$ cat src/rtl/cir_pkg.sv
// Shared types and constants for the clone image receiver.
// Used by every module of the block; no dependencies of its own.
`timescale 1ns / 1ps

package cir_pkg;

  // Raw action codes on the input channel
  localparam logic [1:0] ACT_START = 2'd0;
  localparam logic [1:0] ACT_BYTE  = 2'd1;
  localparam logic [1:0] ACT_TICK  = 2'd2;

  // Configuration register indexes
  localparam logic [1:0] CFG_IMAGE_LENGTH  = 2'd0;
  localparam logic [1:0] CFG_CHECKSUM_POS  = 2'd1;
  localparam logic [1:0] CFG_BYTE_TIMEOUT  = 2'd2;
  localparam logic [1:0] CFG_ACK_TIMEOUT   = 2'd3;

  localparam int unsigned   STORE_INDEX_BITS = 16;
  localparam logic [7:0]    ACK_BYTE         = 8'h06;
  localparam int unsigned   FIRST_ACK_AT     = 10;
  localparam int unsigned   SECOND_ACK_AT    = 18;
  localparam int unsigned   IMAGE_LEN_RST    = 65535;
  localparam int unsigned   CHECKSUM_POS_RST = 65534;
  localparam int unsigned   BYTE_TMO_RST     = 500;
  localparam int unsigned   ACK_TMO_RST      = 200;

  localparam int unsigned   QUEUE_DEPTH = 2;
  localparam int unsigned   QPTR_BITS   = (QUEUE_DEPTH > 1) ? $clog2(QUEUE_DEPTH) : 1;
  localparam int unsigned   QCNT_BITS   = $clog2(QUEUE_DEPTH + 1);

  // Decoded operation handed from front to back
  typedef enum logic [1:0] {
    OP_START  = 2'd0,
    OP_BYTE   = 2'd1,
    OP_TICK   = 2'd2,
    OP_IGNORE = 2'd3
  } op_t;

  typedef enum logic [2:0] {
    PH_IDLE         = 3'd0,
    PH_RECEIVING    = 3'd1,
    PH_AWAIT_ACK    = 3'd2,
    PH_DONE_OK      = 3'd3,
    PH_ACK_FAILED   = 3'd4,
    PH_TOO_SHORT    = 3'd5,
    PH_CHECKSUM_BAD = 3'd6
  } phase_t;

  typedef struct packed {
    op_t        op;
    logic [7:0] data;
  } item_t;

  typedef struct packed {
    logic full;
    logic empty;
  } qstat_t;

  typedef struct packed {
    logic                        store_valid;
    logic [STORE_INDEX_BITS-1:0] store_index;
    logic [7:0]                  store_data;
    logic                        send_ack;
    phase_t                      status;
  } result_t;

endpackage

$ cat src/rtl/cir_front.sv
// Front end of the clone image receiver: takes input items and decodes the action.
// Depends on cir_pkg; feeds cir_queue.
`timescale 1ns / 1ps

module cir_front (
  input  logic                 in_valid,
  output logic                 in_ready,
  input  logic [1:0]           in_action,
  input  logic [7:0]           in_rx_data,
  input  cir_pkg::qstat_t      q_stat,
  output logic                 push,
  output cir_pkg::item_t       push_item
);
  import cir_pkg::*;

  op_t op;

  always_comb begin
    unique case (in_action)
      ACT_START: op = OP_START;
      ACT_BYTE:  op = OP_BYTE;
      ACT_TICK:  op = OP_TICK;
      default:   op = OP_IGNORE;
    endcase
  end

  assign in_ready       = !q_stat.full;
  assign push           = in_valid && !q_stat.full;
  assign push_item.op   = op;
  // Only byte items carry data the back end looks at
  assign push_item.data = (op == OP_BYTE) ? in_rx_data : 8'h00;

endmodule

$ cat src/rtl/cir_queue.sv
// Short queue of decoded items between front and back end.
// Depends on cir_pkg.
`timescale 1ns / 1ps

module cir_queue (
  input  logic             clk,
  input  logic             rst_n,
  input  logic             push,
  input  cir_pkg::item_t   push_item,
  input  logic             pop,
  output cir_pkg::item_t   head,
  output cir_pkg::qstat_t  q_stat
);
  import cir_pkg::*;

  item_t                entry_r [QUEUE_DEPTH];
  logic [QPTR_BITS-1:0] wr_ptr_r, wr_ptr_nxt;
  logic [QPTR_BITS-1:0] rd_ptr_r, rd_ptr_nxt;
  logic [QCNT_BITS-1:0] count_r, count_nxt;

  function automatic logic [QPTR_BITS-1:0] ptr_inc(input logic [QPTR_BITS-1:0] p);
    if (p == QPTR_BITS'(QUEUE_DEPTH - 1)) return '0;
    else return p + 1'b1;
  endfunction

  always_comb begin
    wr_ptr_nxt = push ? ptr_inc(wr_ptr_r) : wr_ptr_r;
    rd_ptr_nxt = pop  ? ptr_inc(rd_ptr_r) : rd_ptr_r;
    count_nxt  = count_r;
    if (push && !pop) count_nxt = count_r + 1'b1;
    else if (pop && !push) count_nxt = count_r - 1'b1;
  end

  always_ff @(posedge clk) begin
    if (!rst_n) begin
      wr_ptr_r <= '0;
      rd_ptr_r <= '0;
      count_r  <= '0;
    end else begin
      wr_ptr_r <= wr_ptr_nxt;
      rd_ptr_r <= rd_ptr_nxt;
      count_r  <= count_nxt;
    end
  end

  always_ff @(posedge clk) begin
    if (push) entry_r[wr_ptr_r] <= push_item;
  end

  assign head         = entry_r[rd_ptr_r];
  assign q_stat.full  = (count_r == QCNT_BITS'(QUEUE_DEPTH));
  assign q_stat.empty = (count_r == '0);

endmodule

$ cat src/rtl/cir_back.sv
// Back end of the clone image receiver: transfer state, timers, checksum and
// the result register. Depends on cir_pkg; pops items from cir_queue.
`timescale 1ns / 1ps

module cir_back #(
  parameter int INDEX_BITS = 16,
  parameter int TIMER_BITS = 24,
  parameter int CFG_BITS   = 24
) (
  input  logic                  clk,
  input  logic                  rst_n,
  input  cir_pkg::qstat_t       q_stat,
  input  cir_pkg::item_t        head,
  output logic                  pop,
  input  logic                  cfg_we,
  input  logic [1:0]            cfg_addr,
  input  logic [CFG_BITS-1:0]   cfg_wdata,
  output logic                  out_valid,
  input  logic                  out_ready,
  output cir_pkg::result_t      result
);
  import cir_pkg::*;

  logic [INDEX_BITS-1:0] image_len_r, checksum_pos_r;
  logic [TIMER_BITS-1:0] byte_tmo_r, ack_tmo_r;

  phase_t                phase_r, phase_nxt;
  logic [INDEX_BITS-1:0] count_r, count_nxt;
  logic [7:0]            sum_r, sum_nxt;
  logic [7:0]            chk_r, chk_nxt;
  logic [TIMER_BITS-1:0] gap_r, gap_nxt;
  logic [TIMER_BITS-1:0] ackt_r, ackt_nxt;
  logic                  out_valid_r, out_valid_nxt;
  result_t               result_r, result_nxt;
  logic [INDEX_BITS-1:0] count_inc;

  assign pop       = !q_stat.empty && (!out_valid_r || out_ready);
  assign count_inc = count_r + 1'b1;

  always_comb begin
    phase_nxt = phase_r;
    count_nxt = count_r;
    sum_nxt   = sum_r;
    chk_nxt   = chk_r;
    gap_nxt   = gap_r;
    ackt_nxt  = ackt_r;

    result_nxt.store_valid = 1'b0;
    result_nxt.store_index = '0;
    result_nxt.store_data  = '0;
    result_nxt.send_ack    = 1'b0;

    unique case (head.op)
      OP_START: begin
        phase_nxt = PH_RECEIVING;
        count_nxt = '0;
        sum_nxt   = '0;
        chk_nxt   = '0;
        gap_nxt   = '0;
        ackt_nxt  = '0;
      end
      OP_BYTE: begin
        if (phase_r == PH_RECEIVING) begin
          result_nxt.store_valid = 1'b1;
          result_nxt.store_index = STORE_INDEX_BITS'(count_r);
          result_nxt.store_data  = head.data;
          if (count_r < checksum_pos_r) sum_nxt = sum_r + head.data;
          else if (count_r == checksum_pos_r) chk_nxt = head.data;
          count_nxt = count_inc;
          gap_nxt   = '0;
          // completion wins over an ack point
          if (count_inc >= image_len_r) begin
            phase_nxt = (sum_nxt == chk_nxt) ? PH_DONE_OK : PH_CHECKSUM_BAD;
          end else if (count_inc == INDEX_BITS'(FIRST_ACK_AT) ||
                       count_inc == INDEX_BITS'(SECOND_ACK_AT)) begin
            result_nxt.send_ack = 1'b1;
            ackt_nxt  = '0;
            phase_nxt = PH_AWAIT_ACK;
          end
        end else if (phase_r == PH_AWAIT_ACK) begin
          if (head.data == ACK_BYTE) begin
            phase_nxt = PH_RECEIVING;
            gap_nxt   = '0;
          end else begin
            phase_nxt = PH_ACK_FAILED;
          end
        end
      end
      OP_TICK: begin
        if (phase_r == PH_RECEIVING) begin
          // no gap limit before the first byte
          if (count_r != '0) begin
            if (gap_r >= byte_tmo_r) phase_nxt = PH_TOO_SHORT;
            else gap_nxt = gap_r + 1'b1;
          end
        end else if (phase_r == PH_AWAIT_ACK) begin
          if (ackt_r >= ack_tmo_r) phase_nxt = PH_ACK_FAILED;
          else ackt_nxt = ackt_r + 1'b1;
        end
      end
      OP_IGNORE: begin
      end
    endcase

    result_nxt.status = phase_nxt;

    if (pop) out_valid_nxt = 1'b1;
    else if (out_ready) out_valid_nxt = 1'b0;
    else out_valid_nxt = out_valid_r;
  end

  always_ff @(posedge clk) begin
    if (!rst_n) begin
      phase_r     <= PH_IDLE;
      count_r     <= '0;
      sum_r       <= '0;
      chk_r       <= '0;
      gap_r       <= '0;
      ackt_r      <= '0;
      out_valid_r <= 1'b0;
    end else begin
      out_valid_r <= out_valid_nxt;
      if (pop) begin
        phase_r <= phase_nxt;
        count_r <= count_nxt;
        sum_r   <= sum_nxt;
        chk_r   <= chk_nxt;
        gap_r   <= gap_nxt;
        ackt_r  <= ackt_nxt;
      end
    end
  end

  always_ff @(posedge clk) begin
    if (pop) result_r <= result_nxt;
  end

  always_ff @(posedge clk) begin
    if (!rst_n) begin
      image_len_r    <= INDEX_BITS'(IMAGE_LEN_RST);
      checksum_pos_r <= INDEX_BITS'(CHECKSUM_POS_RST);
      byte_tmo_r     <= TIMER_BITS'(BYTE_TMO_RST);
      ack_tmo_r      <= TIMER_BITS'(ACK_TMO_RST);
    end else if (cfg_we) begin
      unique case (cfg_addr)
        CFG_IMAGE_LENGTH: image_len_r    <= cfg_wdata[INDEX_BITS-1:0];
        CFG_CHECKSUM_POS: checksum_pos_r <= cfg_wdata[INDEX_BITS-1:0];
        CFG_BYTE_TIMEOUT: byte_tmo_r     <= cfg_wdata[TIMER_BITS-1:0];
        CFG_ACK_TIMEOUT:  ack_tmo_r      <= cfg_wdata[TIMER_BITS-1:0];
      endcase
    end
  end

  assign out_valid = out_valid_r;
  assign result    = result_r;

endmodule

$ cat src/rtl/clone_image_receiver.sv
// Top level of the clone image receiver: front decode, item queue, back end.
// Depends on cir_pkg, cir_front, cir_queue and cir_back.
//
//   channel  handshake              payload
//   in       in_valid / in_ready    in_action, in_rx_data
//   out      out_valid / out_ready  out_store_valid, out_store_index, out_store_data,
//                                   out_send_ack, out_status
//   cfg      cfg_we (no wait)       cfg_addr, cfg_wdata
//
// One item per cycle sustained while the output is not stalled; the back end updates the
// transfer state as it pops each item. An accepted item is first written into a queue entry,
// then, once the output is free, moves from the queue head into the result register.
// Reset is synchronous, active low; it restores the register defaults and an idle phase.
// A stalled output holds its result; the queue keeps taking items until it fills.
`timescale 1ns / 1ps

module clone_image_receiver #(
  parameter int INDEX_BITS = 16,
  parameter int TIMER_BITS = 24
) (
  input  logic        clk,
  input  logic        rst_n,
  input  logic        in_valid,
  output logic        in_ready,
  input  logic [1:0]  in_action,
  input  logic [7:0]  in_rx_data,
  output logic        out_valid,
  input  logic        out_ready,
  output logic        out_store_valid,
  output logic [15:0] out_store_index,
  output logic [7:0]  out_store_data,
  output logic        out_send_ack,
  output logic [2:0]  out_status,
  input  logic        cfg_we,
  input  logic [1:0]  cfg_addr,
  input  logic [((TIMER_BITS > INDEX_BITS) ? TIMER_BITS : INDEX_BITS)-1:0] cfg_wdata
);
  import cir_pkg::*;

  localparam int CFG_BITS = (TIMER_BITS > INDEX_BITS) ? TIMER_BITS : INDEX_BITS;

  qstat_t  q_stat;
  item_t   push_item;
  item_t   head;
  logic    push;
  logic    pop;
  result_t result;

  cir_front u_front (
    .in_valid   (in_valid),
    .in_ready   (in_ready),
    .in_action  (in_action),
    .in_rx_data (in_rx_data),
    .q_stat     (q_stat),
    .push       (push),
    .push_item  (push_item)
  );

  cir_queue u_queue (
    .clk       (clk),
    .rst_n     (rst_n),
    .push      (push),
    .push_item (push_item),
    .pop       (pop),
    .head      (head),
    .q_stat    (q_stat)
  );

  cir_back #(
    .INDEX_BITS (INDEX_BITS),
    .TIMER_BITS (TIMER_BITS),
    .CFG_BITS   (CFG_BITS)
  ) u_back (
    .clk       (clk),
    .rst_n     (rst_n),
    .q_stat    (q_stat),
    .head      (head),
    .pop       (pop),
    .cfg_we    (cfg_we),
    .cfg_addr  (cfg_addr),
    .cfg_wdata (cfg_wdata),
    .out_valid (out_valid),
    .out_ready (out_ready),
    .result    (result)
  );

  assign out_store_valid = result.store_valid;
  assign out_store_index = result.store_index;
  assign out_store_data  = result.store_data;
  assign out_send_ack    = result.send_ack;
  assign out_status      = result.status;

  // An ack request always leaves the transfer waiting for the reply
  a_ack_phase: assert property (@(posedge clk) disable iff (!rst_n)
    out_valid && out_send_ack |-> out_status == PH_AWAIT_ACK)
    else $error("ack request without awaiting phase");

  // Non-byte results carry zero index and data
  a_idle_payload: assert property (@(posedge clk) disable iff (!rst_n)
    out_valid && !out_store_valid |-> out_store_index == '0 && out_store_data == '0)
    else $error("stray store payload");

  // A delivered byte leaves the transfer receiving, waiting or finished on length
  a_store_phase: assert property (@(posedge clk) disable iff (!rst_n)
    out_valid && out_store_valid |->
      out_status == PH_RECEIVING || out_status == PH_AWAIT_ACK ||
      out_status == PH_DONE_OK || out_status == PH_CHECKSUM_BAD)
    else $error("store in wrong phase");

  // A queued item reaches the result register once the output is free
  a_drain: assert property (@(posedge clk) disable iff (!rst_n)
    !q_stat.empty && (!out_valid || out_ready) |=> out_valid)
    else $error("queued item not drained");

endmodule
$ cat config.mk
export PLATFORM = sky130hd
export DESIGN_NAME = clone_image_receiver
export DESIGN_NICKNAME = d
export VERILOG_FILES = /design/src/rtl/cir_pkg.sv /design/src/rtl/cir_front.sv /design/src/rtl/cir_queue.sv /design/src/rtl/cir_back.sv /design/src/rtl/clone_image_receiver.sv
export SDC_FILE = /design/constraint.sdc
export NUM_CORES = 1
export LEC_CHECK = 0
export CAP_MARGIN = 10
export CORE_UTILIZATION = 30
export CTS_CLUSTER_SIZE = 10
export DETAILED_ROUTE_END_ITERATION = 12
export DONT_BUFFER_PORTS = 1
export SYNTH_ARGS = -nofsm -noshare
export SYNTH_HDL_FRONTEND = slang
export SYNTH_SLANG_ARGS = --single-unit
$ cat constraint.sdc
create_clock -name clk -period 5.6 [get_ports clk]
set_input_delay 1.12 -clock clk [delete_from_list [all_inputs] [get_ports clk]]
set_output_delay 1.12 -clock clk [all_outputs]
set_load 0.01 [all_outputs]
==> results.md, run 1 <==
- Status: finished clean
- Mux share of post-synthesis cell area: 1.93%
- Asr flop ratio synth: 0%
- Worst path required time: 6070 ps
- Routed WL: 32700 microns
- Hold depth: 2
- CORE AREA: 0.0397 sq mm
- # DRC: 0
- CP Class: reg2reg
- Most frequent cells in the layout: nand2_1, dfxtp_1, inv_1
- DR vias: 9663
- Leak Pwr: 5.32 nW
- Post-synth EDFFs: 49
- Initial antenna violation count: 0
- Setup WS pre-CTS: 907 ps
- CTS Root Cell: clkbuf_16
- WP depth: 13
- RSZ-0062 raised after global routing: no
- Die Height: 203 microns
- Final hold slack: 464 ps
- Die Wd: 203 microns
- Hold Path Origin: u_back.ack_tmo_r[11]
- CP max-delay cell: a221oi_2
- Area leader, netlist: dfxtp_1
- Gate Count Post-Synth: 1368
- Delay-heaviest family, CP: compound AO/OA/AOI/OAI gates
- Worst vdd ir: 0.273 mV
- Clk sinks: 218
- Hold Path Class: reg2reg
- R2R Path End: u_back.ackt_r[10]
- Multi-input logic area: 0.00660 sq mm
- Setup TNS: 0 ps
- Slew margin rel.: 27.5%
- Global-route wire length before repair: 51300 microns
- CTS tree: done
- WP buf/inv: 0
- Area Overhead vs Synth: 11.1%
- Hold buffers post-CTS: 0
- Pins over their slew limit: 0
- Fin crit period: 4700 ps
- Via density: 5.12
- Tcrit/Tclk final: 84.0%
- Post-Synth Adder-Cell Area: 9.78%
- Power Dens Cells: 326 mW/mm^2
- Crit path launch: u_back.count_r[2]
- Mapped Area: 0.0121 sq mm
- Synth top area share: 28.0%
- Post-layout power: 4.38 mW
- Worst path most repeated cell: o21ai_0
- Hold Path End: u_back.ack_tmo_r[11]
- Reg area: 0.00485 sq mm
- CTS Buffer Depth: 3
- R2R Setup Slk: 900 ps
- Pin slew with the least headroom to its limit: 1080 ps
- Boundary pin count: 72
- XOR/XNOR Fraction of Synth Area: 3.91%
- Fill cells: 4099
- Post-Synth Simple-Gate Area: 20.7%
- Largest cells by area after synthesis: dfxtp_1, edfxtp_1, ha_1
- Compound-Gate Fraction of Synth Area: 18.1%
- Gp weighted congestion: 0.889
- Post-cts resize count: 0
- Max stage delay on crit path: 790 ps
- Ys Warns: 0
- Commonest non-fill, non-tap cell in the layout: nand2_1
- Grt ovf: 0
- Final Worst Setup Slack: 896 ps
- Post-synthesis register bit count: 218
- Worst Reg2Reg Path Length in Cells: 13
- Final nets: 1484
- Vias in the first global route: 9248
- Netlist cell types: 71
- Post-Route Utilization: 33.8%
- H-Tree Depth: 1
- Share of layout cells above drive strength 1: 5.79%
- Final setup violation count: 0
- DRT iter0 DRCs: 708
- Syn Nets: 1503
- Full die area: 0.0411 sq mm
- Routed length per instance: 17.3 microns
- Initial Utilization: 30.5%
- Critical Path Fanout Max: 13
- Crit path cell chain: nand3_1 > nor3_1 > nand2_1 > xnor2_1 > ha_1 > and4_1 > o21ai_0 > o211ai_1 > a221oi_2 > a31oi_4 > a211o_1 > or4b_1 > o21ai_0
- Cts bufs inserted: 27
- Setup crit end kind: flip-flop
- Maximum capacitance violations: 0
- Clk slew on worst S/H paths: 60 ps
- # port buffers: 0
- Main synth FF type: dfxtp_1
- Diodes inserted: 0
- Routed Antenna Nets: 0
- Clk_lat worst skew: 550 ps
- Startpoint Class: flip-flop
- Row cnt: 73
- Syn Area/Cell: 8.84 sq um
- Seq/Total Area, Yosys: 40.1%
- Largest family of logic cells by synthesized area: simple AND/OR/NAND/NOR gates
- Critical Path AT: 5170 ps
- Drt pass-1 iters: 5
- Maximum clock rate: 213 MHz
- Reg2reg start: u_back.count_r[2]
- DP HPWL: 23800 microns
- GRT Total Usage: 15.8%
- Final hold vios: 0
- Setup Fix Bufs, Post-CTS: 0
- Max Clock Skew: 12.6 ps
- Pin count of the biggest net entering global routing: 127
==> sequential cells by signal, indices dropped and copies added, names as in the netlist, named ones only <==
signal	count
u_back.ack_tmo_r	24
u_back.ackt_r	24
u_back.byte_tmo_r	24
u_back.checksum_pos_r	16
u_back.chk_r	8
u_back.count_r	16
u_back.gap_r	24
u_back.image_len_r	16
u_back.out_valid	1
u_back.phase_r	3
u_back.result	29
u_back.sum_r	8
u_queue.count_r	2
u_queue.entry_r	20
u_queue.rd_ptr_r	1
u_queue.wr_ptr_r	1
==> worst max path at each step <==
stage / endpoint
floorplan: u_back.ackt_r[14]
global placement: u_back.ackt_r[14]
detailed placement: u_back.ackt_r[10]
CTS: u_back.ackt_r[10]
global route: u_back.ackt_r[10]
finish: u_back.ackt_r[10]
==> cell usage after synthesis, types with 7 or more instances <==
master and n:
and3_1 25, dfxtp_1 169, nor3b_1 9, clkbuf_1 54, nand2b_1 13, xor2_1 8
nor4_1 12, inv_1 104, and2_1 22, nand2_1 190, a22oi_1 22, buf_2 7
o31ai_1 8, a21o_1 34, and4_1 10, nand4_1 26, nor3_1 19, o21ai_0 29
a21oi_1 49, a21boi_0 46, mux2i_1 20, o211ai_1 48, ha_1 93, nor2b_1 37
nor2_1 77, a211oi_1 11, xnor2_1 46, nand3_1 31, edfxtp_1 49
==> power breakdown <==
group | switching, mW | total (mW) | internal (mW)
Sequential | 0.169 | 1.99 | 1.82
Combinational | 0.520 | 0.783 | 0.263
Clock | 0.670 | 1.61 | 0.943
Total | 1.36 | 4.38 | 3.02
==> metal layers <==
metal,part of all wire (%),track usage [%]
met1,45,20.5
met2,47,26.6
met3,4.7,2.60
met4,2.7,5.08
met5,0,0
==> area by class of cell <==
cell class	instances	share of cell area, %
timing repair buffer	17	1.01
sequential	218	36.1
clock buffer	40	5.76
multi-input combinational	981	49.1
tap	525	4.89
inverter	104	2.90
clock inverter	4	0.177
==> per-stage QoR <==
stage	cell area [sq um]	cells
final	13400	1889
after global placement	12600	1844
after CTS	13400	1888
after floorplan	12100	1368
after global routing	13400	1889
after detailed placement	12600	1844
==> tightest hold or removal path, cell delays in order (launching register included) <==
cell and delay (ps):
dfxtp_1 310, nand2_1 50, a21boi_0 60
==> cells by family (layout without fill, tap and decap cells) <==
family                   after synthesis  in the layout
AO/OA/AOI/OAI                        308            308
XOR/XNOR                              54             54
adder cells (fa/ha/maj)               94             94
buffers and inverters                169            165
flip-flops                           218            218
multiplexers                          23             23
AND/OR/NAND/NOR                      502            502
(Power assumes the default switching activity.)
==> run 2, diff against run 1 <==
--- a/config.mk
+++ b/config.mk
@@ -5,6 +5,7 @@
 export SDC_FILE = /design/constraint.sdc
 export NUM_CORES = 1
 export LEC_CHECK = 0
+export ABC_AREA = 1
 export CAP_MARGIN = 10
 export CORE_UTILIZATION = 30
 export CTS_CLUSTER_SIZE = 10
==> constraint.sdc (replaced) <==
create_clock -name clk -period 3.9 [get_ports clk]
set_input_delay 0.78 -clock clk [delete_from_list [all_inputs] [get_ports clk]]
set_output_delay 0.78 -clock clk [all_outputs]
set_load 0.01 [all_outputs]
==> results.md, run 2 <==
- Global Route met3 Usage: 3.25%
- Fin crit period: 3460 ps
- Boundary pin count: 72
- Critical Path Fanout Max: 12
- Worst vdd ir: 0.315 mV
- DP HPWL: 25500 microns
- Critical Path AT: 3730 ps
- Clk_lat worst skew: 530 ps
- CP max-delay cell: dfxtp_1
- Post-synth EDFFs: 49
- DRT iter0 DRCs: 537
- Max reg flops: 29
- Die Wd: 208 microns
- Max Clock Skew: 14.9 ps
- Fill cells: 4445
- Tcrit/Tclk final: 88.8%
- Vias in the first global route: 10600
- Crit path cell chain: inv_2 > or2_2 > o21ai_0 > inv_1 > ha_1 > inv_1 > fa_1 > inv_1 > nand3_1 > nand2_1 > xnor2_1 > nand3b_1 > nand2_1 > nand2_1 > nand2_1 > inv_1 > nand2_1 > nor3_1 > nand2_1 > nand2_1 > nand3_1
- Slew margin rel.: 18.7%
- Routed WL: 34500 microns
- Full die area: 0.0433 sq mm
- GRT Total Usage: 15.8%
- Hold Path Class: in2reg
- Final Worst Setup Slack: 437 ps
- Post-route cell area: 0.0141 sq mm
- Pin count of the biggest net entering global routing: 84
- Synth top area share: 26.5%
- Asr flop ratio synth: 0%
- Drt pass-1 iters: 8
- Largest cells by area after synthesis: dfxtp_1, nand2_1, edfxtp_1
- Hold Path End: u_queue.entry_r[1][8]
- Most frequent cells in the layout: nand2_1, inv_1, dfxtp_1
- Worst Reg2Reg Path Length in Cells: 21
- Layout Cells excl Fill: 2300
- CP Class: reg2reg
- Setup crit end kind: flip-flop
- Power Dens Cells: 491 mW/mm^2
- Post-synthesis register bit count: 218
- Cts bufs inserted: 27
- Routed Antenna Nets: 0
- Final hold vios: 0
- Leak Pwr: 5.93 nW
- Maximum clock rate: 289 MHz
- WP buf/inv: 5
- Hold buffers post-CTS: 0
- RSZ-0062 raised after global routing: no
- Pins over their slew limit: 0
- Placed cell area: 0.0133 sq mm
- Gp weighted congestion: 0.884
- Grt met2 use: 26.3%
- Mapped Area: 0.0127 sq mm
- Maximum capacitance violations: 0
- Via density: 4.88
- Setup TNS: 0 ps
- Startpoint Class: flip-flop
- Setup WS pre-CTS: 392 ps
- Area leader, netlist: dfxtp_1
- Grt peak-use layer: met2
- Grt ovf: 0
- CTS Root Cell: clkbuf_16
- Top cells by count, synth: nand2_1, inv_1, dfxtp_1
- Diodes inserted: 0
- Global-route wire length before repair: 56000 microns
- Most numerous cell in the Yosys netlist: nand2_1
- Post-layout power: 6.91 mW
- Final nets: 1883
- Commonest non-fill, non-tap cell in the layout: nand2_1
- # port buffers: 0
- CTS Buffer Depth: 3
- Netlist cell types: 48
- Syn Area/Cell: 7.24 sq um
- Cell total after placement: 2258
- Final hold slack: 347 ps
- Ys Warns: 0
- DR vias: 11200
- CTS tree: done
- Hold Path Origin: in_action[0]
- Seq/Total Area, Yosys: 38.1%
- Routed length per instance: 15.0 microns
- R2R Setup Slk: 440 ps
- # DRC: 0
- Hold depth: 0
- Delay-heaviest family, CP: simple AND/OR/NAND/NOR gates
- R2R Path End: u_back.result[2]
- Max stage delay on crit path: 590 ps
- Worst path required time: 4170 ps
- Share of layout cells above drive strength 1: 4.66%
- Worst path most repeated cell: nand2_1
- Syn Nets: 1896
- Initial Utilization: 30.4%
- Main synth FF type: dfxtp_1
- Clk sinks: 218
- Die Height: 208 microns
- Area Overhead vs Synth: 10.5%
- Initial antenna violation count: 0
- H-Tree Depth: 1
- Gate Count Post-Synth: 1761
- CORE AREA: 0.0419 sq mm
- Status: finished clean
- Pin slew with the least headroom to its limit: 1220 ps
- Grt met1 use: 20.9%
- Post-Route Utilization: 33.6%
- Final setup violation count: 0
- Clk slew on worst S/H paths: 50 ps
- Row cnt: 75
[run 2: cell type report]
class / count / area, sq um / share of cell area (%)
Multi-Input combinational cell: 1232 / 6710 / 47.6
Sequential cell: 218 / 4850 / 34.5
Inverter: 247 / 928 / 6.59
Clock buffer: 38 / 737 / 5.23
Tap cell: 539 / 674 / 4.79
Timing Repair Buffer: 22 / 165 / 1.17
Clock inverter: 4 / 21.3 / 0.151
[run 2: worst register-to-register path, cell delays in order (launching register included)]
cell      delay (ps)
dfxtp_1          590
inv_2            170
or2_2            300
o21ai_0          260
inv_1            110
ha_1             240
inv_1             70
fa_1             200
inv_1             60
nand3_1           70
nand2_1           70
xnor2_1          190
nand3b_1         130
nand2_1           80
nand2_1           60
nand2_1           40
inv_1             60
nand2_1           50
nor3_1           160
nand2_1           80
nand2_1          110
nand3_1          100
[run 2: worst max path at each step]
stage          cells past startpoint         startpoint  slack (ps)                end
2_1_floorplan                      9          out_ready         680    u_back.gap_r[9]
3_3_place_gp                      18  u_back.count_r[1]         480   u_back.ackt_r[8]
3_5_place_dp                      18  u_back.count_r[1]         390   u_back.ackt_r[2]
4_1_cts                           18  u_back.count_r[1]         370  u_back.ackt_r[13]
5_1_grt                           21          flip-flop          10   u_back.result[2]
6_report                          21          flip-flop         440   u_back.result[2]
[run 2: cells by family after synthesis]
kind of cell	after synthesis	share of synthesized area [%]
compound gates	308	13.5
buf+inv	311	9.53
flops	218	38.1
fa+ha+maj	94	9.29
simple gates	783	26.3
xor+xnor	47	3.29
[run 2: routing by layer]
layer	routed length (microns)	up-vias	part of all wire [%]
met5	0	-	0
met4	700	0	2.0
met3	1870	52	5.4
met2	15700	246	46
met1	16200	5158	47
li1	-	5765	-
[run 2: repair_timing]
action	4_1_cts	5_1_grt
gates resized for setup	0	1
setup buffers	0	0
setup endpoints to repair	0	23
[run 2: where the power goes]
part / total (mW) / switching (mW) / internal, mW / leakage (nW)
Clock: 2.22 / 0.929 / 1.29 / 0.367
Combinational: 1.78 / 1.26 / 0.517 / 3.70
Sequential: 2.91 / 0.255 / 2.66 / 1.86
Total: 6.91 / 2.45 / 4.46 / 5.93
==> run 3, diff against run 2 <==
--- a/config.mk
+++ b/config.mk
@@ -13,4 +13,5 @@
 export DONT_BUFFER_PORTS = 1
 export SYNTH_ARGS = -nofsm -noshare
 export SYNTH_HDL_FRONTEND = slang
+export SYNTH_HIERARCHICAL = 1
 export SYNTH_SLANG_ARGS = --single-unit
==> results.md, run 3 <==
- Status: complete, but fails checks
- Violated checks: design-rule violations
- Clk sinks: 218
- Grt ovf: 0
- Syn Area/Cell: 7.35 sq um
- CTS Root Cell: clkbuf_16
- Gp weighted congestion: 0.903
- Largest cells by area after synthesis: dfxtp_1, edfxtp_1, nand2_1
- Fin crit period: 3600 ps
- Area Overhead vs Synth: 11.4%
- Maximum capacitance violations: 0
- Tcrit/Tclk final: 92.2%
- DP HPWL: 24700 microns
- Final setup violation count: 0
- Clk slew on worst S/H paths: 60 ps
- Max reg flops: 29
- Ys Warns: 6
- CTS tree: done
- Post-Synth Adder-Cell Area: 9.41%
- Most numerous cell in the Yosys netlist: nand2_1
- Top cells by count, synth: nand2_1, inv_1, dfxtp_1
- Maximum clock rate: 278 MHz
- Row cnt: 74
- Max Clock Skew: 11.7 ps
- Via density: 4.88
- Die Height: 207 microns
- Final hold vios: 0
- Worst path required time: 4330 ps
- DRT iter0 DRCs: 840
- Slew margin rel.: 31.8%
- Area leader, netlist: dfxtp_1
- Seq/Total Area, Yosys: 38.6%
- Critical Path AT: 4020 ps
- Full die area: 0.0427 sq mm
- Final nets: 1839
- Global-route wire length before repair: 54400 microns
- Largest family of logic cells by synthesized area: simple AND/OR/NAND/NOR gates
- Initial antenna violation count: 1
- # port buffers: 0
- Most frequent cells in the layout: nand2_1, inv_1, dfxtp_1
- Main synth FF type: dfxtp_1
- Mapped Area: 0.0126 sq mm
- Routed Antenna Nets: 0
- Synth top area share: 26.9%
- Pin count of the biggest net entering global routing: 89
- Compound-Gate Fraction of Synth Area: 13.7%
- Routed length per instance: 15.0 microns
- CORE AREA: 0.0411 sq mm
- Worst vdd ir: 0.308 mV
- GRT Total Usage: 15.8%
- Leak Pwr: 5.97 nW
- Setup Fix Bufs, Post-CTS: 0
- CTS Buffer Depth: 3
- XOR/XNOR Fraction of Synth Area: 2.77%
- Post-Route Utilization: 34.1%
- Drt pass-1 iters: 9
- Hold depth: 0
- # DRC: 3
- Syn Nets: 1845
- Post-Synth Simple-Gate Area: 25.1%
- Vias in the first global route: 10500
- DR vias: 11000
- H-Tree Depth: 1
- Die Wd: 207 microns
- Post-synthesis register bit count: 218
- Setup crit end kind: flip-flop
- Hold Path Class: in2reg
- Critical Path Fanout Max: 26
- Pin slew with the least headroom to its limit: 1020 ps
- CP Class: reg2reg
- Initial Utilization: 30.6%
- Setup TNS: 0 ps
- Share of layout cells above drive strength 1: 5.88%
- Cts bufs inserted: 27
- RSZ-0062 raised after global routing: no
- Gate Count Post-Synth: 1710
- Asr flop ratio synth: 0%
- Boundary pin count: 72
- Netlist cell types: 51
- Mux share of post-synthesis cell area: 0.896%
- Power Dens Cells: 496 mW/mm^2
- Routed WL: 33700 microns
- Post-synth EDFFs: 49
- Startpoint Class: flip-flop
- Pins over their slew limit: 0
- Clk_lat worst skew: 540 ps
- Worst Reg2Reg Path Length in Cells: 23
- Commonest non-fill, non-tap cell in the layout: nand2_1
==> run 3: kinds of logic after synthesis <==
logic type | count (synthesis)
compound gates | 310
buf+inv | 311
fa+ha+maj | 94
mux | 10
flops | 218
xor+xnor | 38
simple gates | 729
==> run 3: repair_timing <==
| action | in CTS | in global routing |
|---|---|---|
| resized for setup | 0 | 3 |
| endpoints found under the setup margin | 0 | 23 |
| hold buffers | 0 | 0 |
==> run 3: per-layer routing <==
metal	wire (microns)	up-vias	track usage (%)	share of wire (%)
li1	-	5647	-	-
met1	15800	5076	21.1	47
met2	15700	216	26.7	46
met3	1560	40	2.15	4.6
met4	734	0	4.38	2.2
met5	0	-	0	0
==> run 3: report_power, final <==
group / internal, mW / switching [mW]
clock: 1.33 / 0.928
sequential: 2.66 / 0.234
combinational: 0.535 / 1.26
==> run 3: final cells by class <==
| class | count | area (sq um) |
|---|---|---|
| antenna | 1 | 2.50 |
| clock buffer | 39 | 761 |
| clock inverter | 3 | 15.0 |
| fill | 4393 | 27100 |
| inverter | 248 | 931 |
| multi-input combinational | 1181 | 6560 |
| sequential | 218 | 4850 |
| tap | 532 | 666 |
| timing repair buffer | 28 | 214 |
==> run 3: metrics by stage <==
step	cell area (sq um)	hold slack (ps)	cells	power, mW	setup slack [ps]
2_1_floorplan	12600	435	1710	4.18	642
3_3_place_gp	13200	443	2207	4.70	316
3_5_place_dp	13200	453	2207	4.72	290
4_1_cts	14000	302	2249	7.04	251
5_1_grt	14000	315	2250	7.36	1.66
6_report	14000	340	2250	6.94	303
==> run 3: path summary, 6_finish.rpt <==
kind,from,endpoint,slack [ps]
worst max register to register,u_back/count_r[1],u_back/ackt_r[8],300
worst max-delay path,u_back/count_r[1],u_back/ackt_r[8],300
worst min-delay path,in_action[0],u_queue/entry_r[1][8],340
worst min register to register,u_back/ack_tmo_r[14],u_back/ack_tmo_r[14],460
==> run 3: worst max-delay path, cell delays in order, from the launching register on <==
cell,delay (ps)
dfxtp_1,400
ha_1,210
nand3_1,100
nor2_1,180
nand2_2,120
nor2_4,140
nand3_2,150
xor2_4,240
ha_1,260
nand2_1,60
inv_1,40
o21ai_0,70
nand2_1,80
a21oi_1,150
nand2_1,80
a31oi_2,220
inv_1,160
o21ai_4,210
nand3_2,70
buf_4,230
nor2_1,150
nand2_1,60
nand2_1,60
nor2_1,40
